File: config.mk
export PLATFORM = sky130hd
export DESIGN_NAME = olrb_ctrl
export DESIGN_NICKNAME = d
export VERILOG_FILES = /design/src/sv/olrb_pkg.sv /design/src/sv/olrb_ctrl.sv
export SDC_FILE = /design/constraint.sdc
export NUM_CORES = 1
export LEC_CHECK = 0
export BUFFER_PORTS_ARGS = -buffer_cell sky130_fd_sc_hd__buf_2
export CAP_MARGIN = 20
export CELL_PAD_IN_SITES_DETAIL_PLACEMENT = 0
export CELL_PAD_IN_SITES_GLOBAL_PLACEMENT = 2
export CORE_AREA = 2 2 39 41
export CTS_CLUSTER_SIZE = 10
export DETAILED_ROUTE_END_ITERATION = 10
export DIE_AREA = 0 0 41 43
export GPL_TIMING_DRIVEN = 1
export PLACE_DENSITY_LB_ADDON = 0.08
export SLEW_MARGIN = 40
export SYNTH_ARGS = -nofsm -noshare
export SYNTH_HDL_FRONTEND = slang
export SYNTH_SLANG_ARGS = --single-unit
export TNS_END_PERCENT = 50
File: constraint.sdc
create_clock -name clk -period 0.9 [get_ports clk]
set_input_delay 0.18 -clock clk [delete_from_list [all_inputs] [get_ports clk]]
set_output_delay 0.18 -clock clk [all_outputs]
set_load 0.01 [all_outputs]
File: src/sv/olrb_pkg.sv
// Shared types and constants for the overwrite log ring buffer.
`timescale 1ns / 1ps

package olrb_pkg;

  // Default ring depth in bytes
  localparam int unsigned DEPTH_DEF = 1024;

  // Command codes carried by in_cmd
  typedef enum logic [1:0] {
    CMD_WRITE   = 2'd0,
    CMD_READ    = 2'd1,
    CMD_CONSUME = 2'd2,
    CMD_REOPEN  = 2'd3
  } cmd_t;

  // Controller states
  typedef enum logic [1:0] {
    ST_IDLE    = 2'd0,
    ST_RD_WAIT = 2'd1,
    ST_HOLD    = 2'd2
  } state_t;

  // Controller to datapath commands
  typedef struct packed {
    logic accept;    // execute the presented command word
    logic mem_load;  // capture registered memory data into read_data
  } ctl_cmd_t;

  // Datapath to controller status
  typedef struct packed {
    logic rd_hit;    // presented command reads a byte from the ring
  } dp_status_t;

endpackage

File: src/sv/olrb_ctrl.sv
// Controller state machine sequencing accept, memory read and result hold.
`timescale 1ns / 1ps

module olrb_ctrl (
  input  logic                   clk,
  input  logic                   rst_n,
  input  logic                   in_valid,
  output logic                   in_stall,
  output logic                   out_valid,
  input  logic                   out_stall,
  input  olrb_pkg::dp_status_t   status,
  output olrb_pkg::ctl_cmd_t     ctl
);

  olrb_pkg::state_t state_r, state_nxt;

  // State register
  always_ff @(posedge clk) begin
    if (!rst_n) begin
      state_r <= olrb_pkg::ST_IDLE;
    end else begin
      state_r <= state_nxt;
    end
  end

  // Next state and command outputs
  always_comb begin
    state_nxt    = state_r;
    in_stall     = 1'b1;
    out_valid    = 1'b0;
    ctl.accept   = 1'b0;
    ctl.mem_load = 1'b0;
    unique case (state_r)
      olrb_pkg::ST_IDLE: begin
        in_stall = 1'b0;
        if (in_valid) begin
          ctl.accept = 1'b1;
          state_nxt  = status.rd_hit ? olrb_pkg::ST_RD_WAIT : olrb_pkg::ST_HOLD;
        end
      end
      olrb_pkg::ST_RD_WAIT: begin
        ctl.mem_load = 1'b1;
        state_nxt    = olrb_pkg::ST_HOLD;
      end
      olrb_pkg::ST_HOLD: begin
        out_valid = 1'b1;
        if (!out_stall) begin
          state_nxt = olrb_pkg::ST_IDLE;
        end
      end
      default: begin
        state_nxt = olrb_pkg::ST_IDLE;
      end
    endcase
  end

endmodule

==> results of run 1 <==
## worst max path at each step
stage	start	endpoint	cells past startpoint
2_1_floorplan	state_r[1]$_SDFFE_PN0P_	ctl[1]	2
6_report	state_r[1]$_SDFFE_PN0P_	out_valid	3
3_5_place_dp	state_r[1]$_SDFFE_PN0P_	ctl[1]	3
3_3_place_gp	state_r[1]$_SDFFE_PN0P_	ctl[1]	3
4_1_cts	state_r[0]$_SDFFE_PN0P_	ctl[1]	3
5_1_grt	state_r[1]$_SDFFE_PN0P_	ctl[1]	3
## worst max-delay path, delay by kind of cell, from the launching register on
family                 cells  cell delay [ns]
DFF                        1             0.35
buffers and inverters      2             0.25
and+or+nand+nor            1             0.11
## Yosys cell counts
library cell and number:
nor2b_1 2, dfxtp_1 2, and4_1 1, and2_1 1, nor2_2 1, a221oi_2 1
inv_1 2, nand2b_1 2
## logic make-up after synthesis
family | Yosys count | synth area share
simple gates | 7 | 0.425
flops | 2 | 0.368
buf+inv | 2 | 0.0690
compound gates | 1 | 0.138
## per-layer routing
metal	vias to the layer above	wire, µm	track usage
met5	-	0	0
met4	0	17	0.0600
met3	2	50	0.0209
met2	11	137	0.0531
met1	51	111	0.0479
li1	71	-	-
## per-stage QoR
stage | hold WS [ns] | setup WS (ns)
2_1_floorplan | 0.306 | 0.0630
3_3_place_gp | 0.437 | -0.0606
3_5_place_dp | 0.426 | -0.0503
4_1_cts | 0.182 | -0.234
5_1_grt | 0.194 | -0.249
6_report | 0.187 | -0.208
## power by group
| part | switching, mW | leakage (nW) | total, mW | internal (mW) |
|---|---|---|---|---|
| sequential | 0.00851 | 0.0178 | 0.103 | 0.0943 |
| combinational | 0.0386 | 0.0961 | 0.0977 | 0.0592 |
| clock | 0.0502 | 0.0138 | 0.197 | 0.147 |
| total | 0.0973 | 0.128 | 0.398 | 0.300 |
## cell type report
cell class | count | share of cell area
timing repair buffer | 12 | 0.328
inverter | 2 | 0.0294
multi-input combinational | 8 | 0.289
sequential | 2 | 0.186
clock buffer | 3 | 0.0882
tap | 16 | 0.0784
## repair_timing
item | 4_1_cts | 5_1_grt
gates resized for setup | 4 | 5
gates cloned | 0 | 0
setup endpoints to repair | 4 | 4
endpoints found under the hold margin | 0 | 0
buffers inserted | 0 | 1
pin swaps | 2 | 1
==> flow_summary_export.csv, run 1 <==
group,metric,value,unit
worst_setup_path,cp.arrival,0.93,ns
place,gp_congestion,0.638,
die,num_rows,14,
drt,first_pass_iters,4,
finish,fillCellCount,162,
place,io_buffers,8,
logic_synthesis,avgSynthCellArea,9.07,µm²
die,die_y,43,µm
global_routing,grt_overflow_total,0,
place,post-dp-hpwl,254,µm
worst_setup_path,reg2reg_depth,3,
die,core_area,1380,µm²
place,dp.cells,39,
finish,regMostFlops,"state_r",
finish,largest_registers,"state_r: 2 flops",
drt,ant_nets,0,
drt,dr_total_vias,135,
worst_setup_path,critPathMaxFanout,3,
die,ios,9,
logic_synthesis,ys_seq_area_frac,0.368,
power,powerDensity,1560,nW/µm²
finish,fin_nets,34,
power,p_leak,0.128,nW
timing,worst_slack,-0.208,ns
finish,final_cells,43,
logic_synthesis,synthDistinctLibCells,8,
logic_synthesis,synth_area,109,µm²
worst_hold_path,worstHoldStart,"rst_n",
global_routing,antenna_found_initial,0,
drt,wl_per_cell,7.33,µm
logic_synthesis,ys_warn_count,0,
worst_setup_path,crit_path_start_kind,"flop",
timing,setup_viol,4,
timing,finalCriticalPeriod,1.11,ns
finish,layout_common_cells,"buf_2, clkbuf_4, buf_6",
logic_synthesis,syn_nets,17,
finish,regArea,47.5,µm²
worst_setup_path,cp-end-kind,"output port",
timing,worst_slew_pin_slew,0.177,ns
drt,drt_iter0_drc,3,
clock_tree,cts_sinks,2,
finish,finalInstanceArea,255,µm²
flow_run,cap_violations,0,
run_status,violations,"setup timing",
worst_hold_path,holdPathStages,3,
power,p_total,0.398,mW
die,die_x,41,µm
clock_tree,htreeDepth,1,
clock_tree,insertion_delay,0.22,ns
finish,multi_input_area,73.8,µm²
timing,fin_crit_sh,1.23,
timing,max_freq,0.902,GHz
global_routing,grt_max_degree,5,
worst_setup_path,cp.required,0.72,ns
drt,totalWireLength,315,µm
global_routing,grt_pass1_wl,476,µm
drt,drc_errors,0,
timing,slew_viol_final,0,
worst_hold_path,min_delay_worst_endpoint,"state_r[1]$_SDFFE_PN0P_",
drt,avgViaCountPerCell,3.14,
finish,drive_gt1_frac,0.741,
timing,setup_tns,-0.727,ns
timing,hold_viol_final,0,
die,die_area,1760,µm²
finish,n_antenna_cell,0,
worst_setup_path,slowest_stage,"dfxtp_4",
finish,syn_to_final_growth,134,%
global_routing,grt_pass1_vias,133,
logic_synthesis,ys_top_cells_by_area,"dfxtp_1, a221oi_2, nand2b_1",
power,ir_drop,0.429,mV
logic_synthesis,yosysTopAreaCellShare,0.368,
worst_setup_path,path_cells,"buf_6 > nor2b_1 > buf_2",
worst_setup_path,rr_startpoint,"state_r[1]$_SDFFE_PN0P_",
timing,rsz0062_at_grt,"yes",
clock_tree,clk_path_buf_depth,2,
worst_setup_path,r2r_end,"state_r[1]$_SDFFE_PN0P_",
logic_synthesis,synth-seq-cells,2,
worst_setup_path,crit_path_max_incr_delay,0.35,ns
logic_synthesis,synth_top_area_cell,"dfxtp_1",
worst_hold_path,holdCritPathClass,"input port to flop",
worst_setup_path,crit_type,"flop to output port",
finish,layout_commonest_cell,"buf_2",
clock_tree,numCtsBuffers,3,
timing,maxSlewHeadroom,0.882,
clock_tree,clk_pin_slew,0.03,ns
finish,fin_util,0.184,
logic_synthesis,synthCells,12,
finish,largest_reg_flops,2,
run_status,status,"complete, but fails checks",
worst_setup_path,reg2reg_slack,0.06,ns
timing,worst_clock_skew,0.00404,ns
die,start_util,0.0787,
place,place_area,191,µm²
clock_tree,root_buffer,"clkbuf_4",
clock_tree,hold_buffers,0,
global_routing,grt_usage,0.0451,
clock_tree,cts_tree,"done",
Power figures use the tool's default switching activity.
==> run 2: changes to the inputs <==
Settings changed: ABC_AREA from default to 1.
==> run 2 against run 1 <==
  * The flow still finishes with violations (setup timing)
  * Final area decreased by 13%
  * Die area unchanged
  * Via count increased by 4.4%
  * Core utilization decreased by 2.4 points
  * Fmax increased by 5.0%
  * Critical path depth increased by 1
  * Synthesized cell count increased by 42%
  * Sequential cell count unchanged
  * First-iteration DRC count unchanged
  * Global-route usage increased by 1.2 points
  * Register-to-register slack improved by 0.02 ns
  * Largest power group unchanged
  * Highest routed layer is now met3
==> flow_summary_export.csv, run 2 <==
group,metric,value,unit
run_status,status,"complete, but fails checks",
run_status,violations,"setup timing",
finish,largest_reg_flops,2,
logic_synthesis,synth-seq-cells,2,
worst_setup_path,slowest_stage,"dfxtp_2",
global_routing,grt_max_degree,4,
logic_synthesis,avgSynthCellArea,6.92,µm²
logic_synthesis,ys_top_cells_by_count,"nand2_1, nor2_1, nor2_2, dfxtp_1, inv_2",
logic_synthesis,yosysTopAreaCellShare,0.340,
logic_synthesis,synthMuxAreaShare,0,
drt,ant_nets,0,
logic_synthesis,synthCells,17,
timing,timing.hold.ws,0.199,ns
power,switching_share,0.266,
worst_hold_path,min_delay_worst_endpoint,"state_r[1]$_SDFFE_PN0P_",
timing,worst_clock_skew,0.00123,ns
power,power_switching,0.104,mW
worst_setup_path,rr_startpoint,"state_r[1]$_SDFFE_PN0P_",
global_routing,grt_overflow_total,0,
clock_tree,insertion_delay,0.22,ns
worst_setup_path,crit_path_max_incr_delay,0.32,ns
power,comb_power_share,0.230,
finish,multi_input_area,71.3,µm²
logic_synthesis,synth_area,118,µm²
finish,layout_common_cells,"buf_2, nand2_1, nor2_1, clkbuf_4",
power,p_leak,0.117,nW
logic_synthesis,synth_edf_count,0,
clock_tree,numCtsBuffers,3,
drt,drt_iter0_drc,3,
finish,fillCellCount,154,
die,die_x,41,µm
finish,fin_nets,37,
finish,regMostFlops,"state_r",
finish,n_antenna_cell,0,
worst_hold_path,holdPathStages,3,
power,powerDensity,1760,nW/µm²
drt,wl_per_cell,6.67,µm
timing,slew_viol_final,0,
logic_synthesis,synthAdderAreaFrac,0,
logic_synthesis,yosysMostFrequentCell,"nand2_1",
logic_synthesis,synth_top_area_cell,"dfxtp_1",
clock_tree,root_buffer,"clkbuf_4",
timing,fin_crit_sh,1.17,
worst_setup_path,reg2reg_slack,0.08,ns
logic_synthesis,syn_nets,22,
logic_synthesis,synthArstFlopShare,0,
place,gp_congestion,0.576,
place,io_buffers,8,
logic_synthesis,ys_top_cells_by_area,"dfxtp_1, nor2_2, nand2_1",
clock_tree,clk_path_buf_depth,2,
die,start_util,0.0850,
finish,fin_util,0.161,
global_routing,antenna_found_initial,0,
timing,finalCriticalPeriod,1.06,ns
die,core_area,1380,µm²
worst_setup_path,cp.arrival,0.88,ns
worst_setup_path,cp-end-kind,"output port",
global_routing,grt_usage,0.0571,
power,pwr-share-seq,0.259,
drt,totalWireLength,307,µm
worst_hold_path,holdCritPathClass,"input port to flop",
worst_hold_path,worstHoldStart,"rst_n",
drt,avgViaCountPerCell,3.07,
logic_synthesis,synth_top_family_by_area,"simple AND/OR/NAND/NOR gates",
timing,hold_viol_final,0,
logic_synthesis,synth_compound_area_frac,0,
drt,drc_errors,0,
clock_tree,hold_buffers,0,
timing,rsz0062_at_grt,"yes",
timing,worst_slew_pin_slew,0.128,ns
die,ios,9,
clock_tree,cts_tree,"done",
global_routing,grt_pass1_wl,552,µm
timing,setup_viol,4,
worst_setup_path,reg2reg_depth,5,
worst_setup_path,path_cells,"inv_2 > nand2_4 > nor2_1 > buf_2",
worst_setup_path,r2r_end,"state_r[1]$_SDFFE_PN0P_",
place,place_area,178,µm²
logic_synthesis,ys_seq_area_frac,0.340,
global_routing,grt_pass1_vias,147,
worst_setup_path,crit_buf_inv,2,
timing,worst_slack,-0.156,ns
timing,maxSlewHeadroom,0.915,
flow_run,cap_violations,0,
place,post-dp-hpwl,233,µm
worst_setup_path,critPathTopFamily,"flip-flops",
worst_setup_path,cp.required,0.72,ns
logic_synthesis,ys_warn_count,0,
die,die_area,1760,µm²
die,num_rows,14,
power,ir_drop,0.280,mV
worst_setup_path,critPathMaxFanout,3,
finish,layout_commonest_cell,"buf_2",
logic_synthesis,synthDistinctLibCells,8,
finish,finalInstanceArea,223,µm²
logic_synthesis,synthSimpleGateAreaFrac,0.564,
finish,regArea,42.5,µm²
clock_tree,cts_sinks,2,
timing,max_freq,0.947,GHz
clock_tree,htreeDepth,1,
clock_tree,clk_pin_slew,0.03,ns
worst_setup_path,crit_path_start_kind,"flop",
die,die_y,43,µm
power,clock_power_share,0.510,
power,internal-power,0.287,mW
logic_synthesis,synth_ff_type,"dfxtp_1",
logic_synthesis,synthXorXnorAreaFrac,0,
place,place_ws,0.0638,ns
finish,largest_registers,"state_r: 2 flops",
finish,syn_to_final_growth,89.4,%
finish,drive_gt1_frac,0.733,
drt,dr_total_vias,141,
drt,first_pass_iters,2,
power,p_total,0.391,mW
worst_setup_path,crit_type,"flop to output port",
run 2: cell count changes after synthesis:
cell	previous run	this run
nand2_1	0	4
nor2_1	0	3
inv_2	0	2
nand2b_1	2	0
nor2_2	1	3
nor2b_1	2	0
a221oi_2	1	0
and2_1	1	0
and4_1	1	0
inv_1	2	1
nand2_4	0	1
nor3_2	0	1
run 2: cell families after synthesis:
kind of cell / after synthesis
and+or+nand+nor: 12
buffers and inverters: 3
DFF: 2
run 2: routing by layer:
layer / routed length [µm] / vias up / share of wire / track usage
met4: 0 / 0 / 0 / 0.120
met1: 119 / 59 / 0.39 / 0.0510
met3: 39 / 0 / 0.13 / 0.0157
li1: - / 75 / - / -
met2: 149 / 7 / 0.49 / 0.0625
met5: 0 / - / 0 / 0
run 2: what timing repair did:
item / in CTS / in global routing
endpoints found under the setup margin: 4 / 5
buffers inserted: 1 / 1
pin swaps: 3 / 1
gates resized for setup: 2 / 1
run 2: cell type report:
cell class              instances  share of cell area
clock buffers                   3               0.101
inverters                       3              0.0506
multi-input cells              12               0.320
flip-flops and latches          2               0.191
well taps                      16              0.0899
repair buffers                 10               0.247
run 2: stage by stage:
step                      cells  setup TNS [ns]
after floorplan              17               0
after global routing         46          -0.629
after CTS                    45          -0.479
after global placement       41               0
after detailed placement     41               0
final                        46          -0.399
run 2: worst reg2reg max path: stages (launching register included):
cell and delay (ns):
dfxtp_2 0.32, inv_2 0.07, nand2_4 0.06, buf_4 0.14
nor2_4 0.09, nor2_2 0.04
run 2: worst max path at each step:
stage / end / startpoint / cells after the start
global placement: ctl[1] / state_r[0]$_SDFFE_PN0P_ / 4
floorplan: ctl[1] / state_r[0]$_SDFFE_PN0P_ / 3
detailed placement: ctl[1] / state_r[0]$_SDFFE_PN0P_ / 4
finish: ctl[1] / state_r[1]$_SDFFE_PN0P_ / 4
CTS: ctl[1] / state_r[1]$_SDFFE_PN0P_ / 4
global route: ctl[1] / state_r[1]$_SDFFE_PN0P_ / 4
run 2: power groups by stage:
| stage | Clock [mW] | Combinational (mW) | Sequential (mW) |
|---|---|---|---|
| finish | 0.200 | 0.0901 | 0.101 |
| global route | 0.223 | 0.100 | 0.103 |
| CTS | 0.214 | 0.0842 | 0.101 |
| detailed placement | 0 | 0.0754 | 0.101 |
| global placement | 0 | 0.0761 | 0.101 |
| floorplan | 0 | 0.0469 | 0.101 |
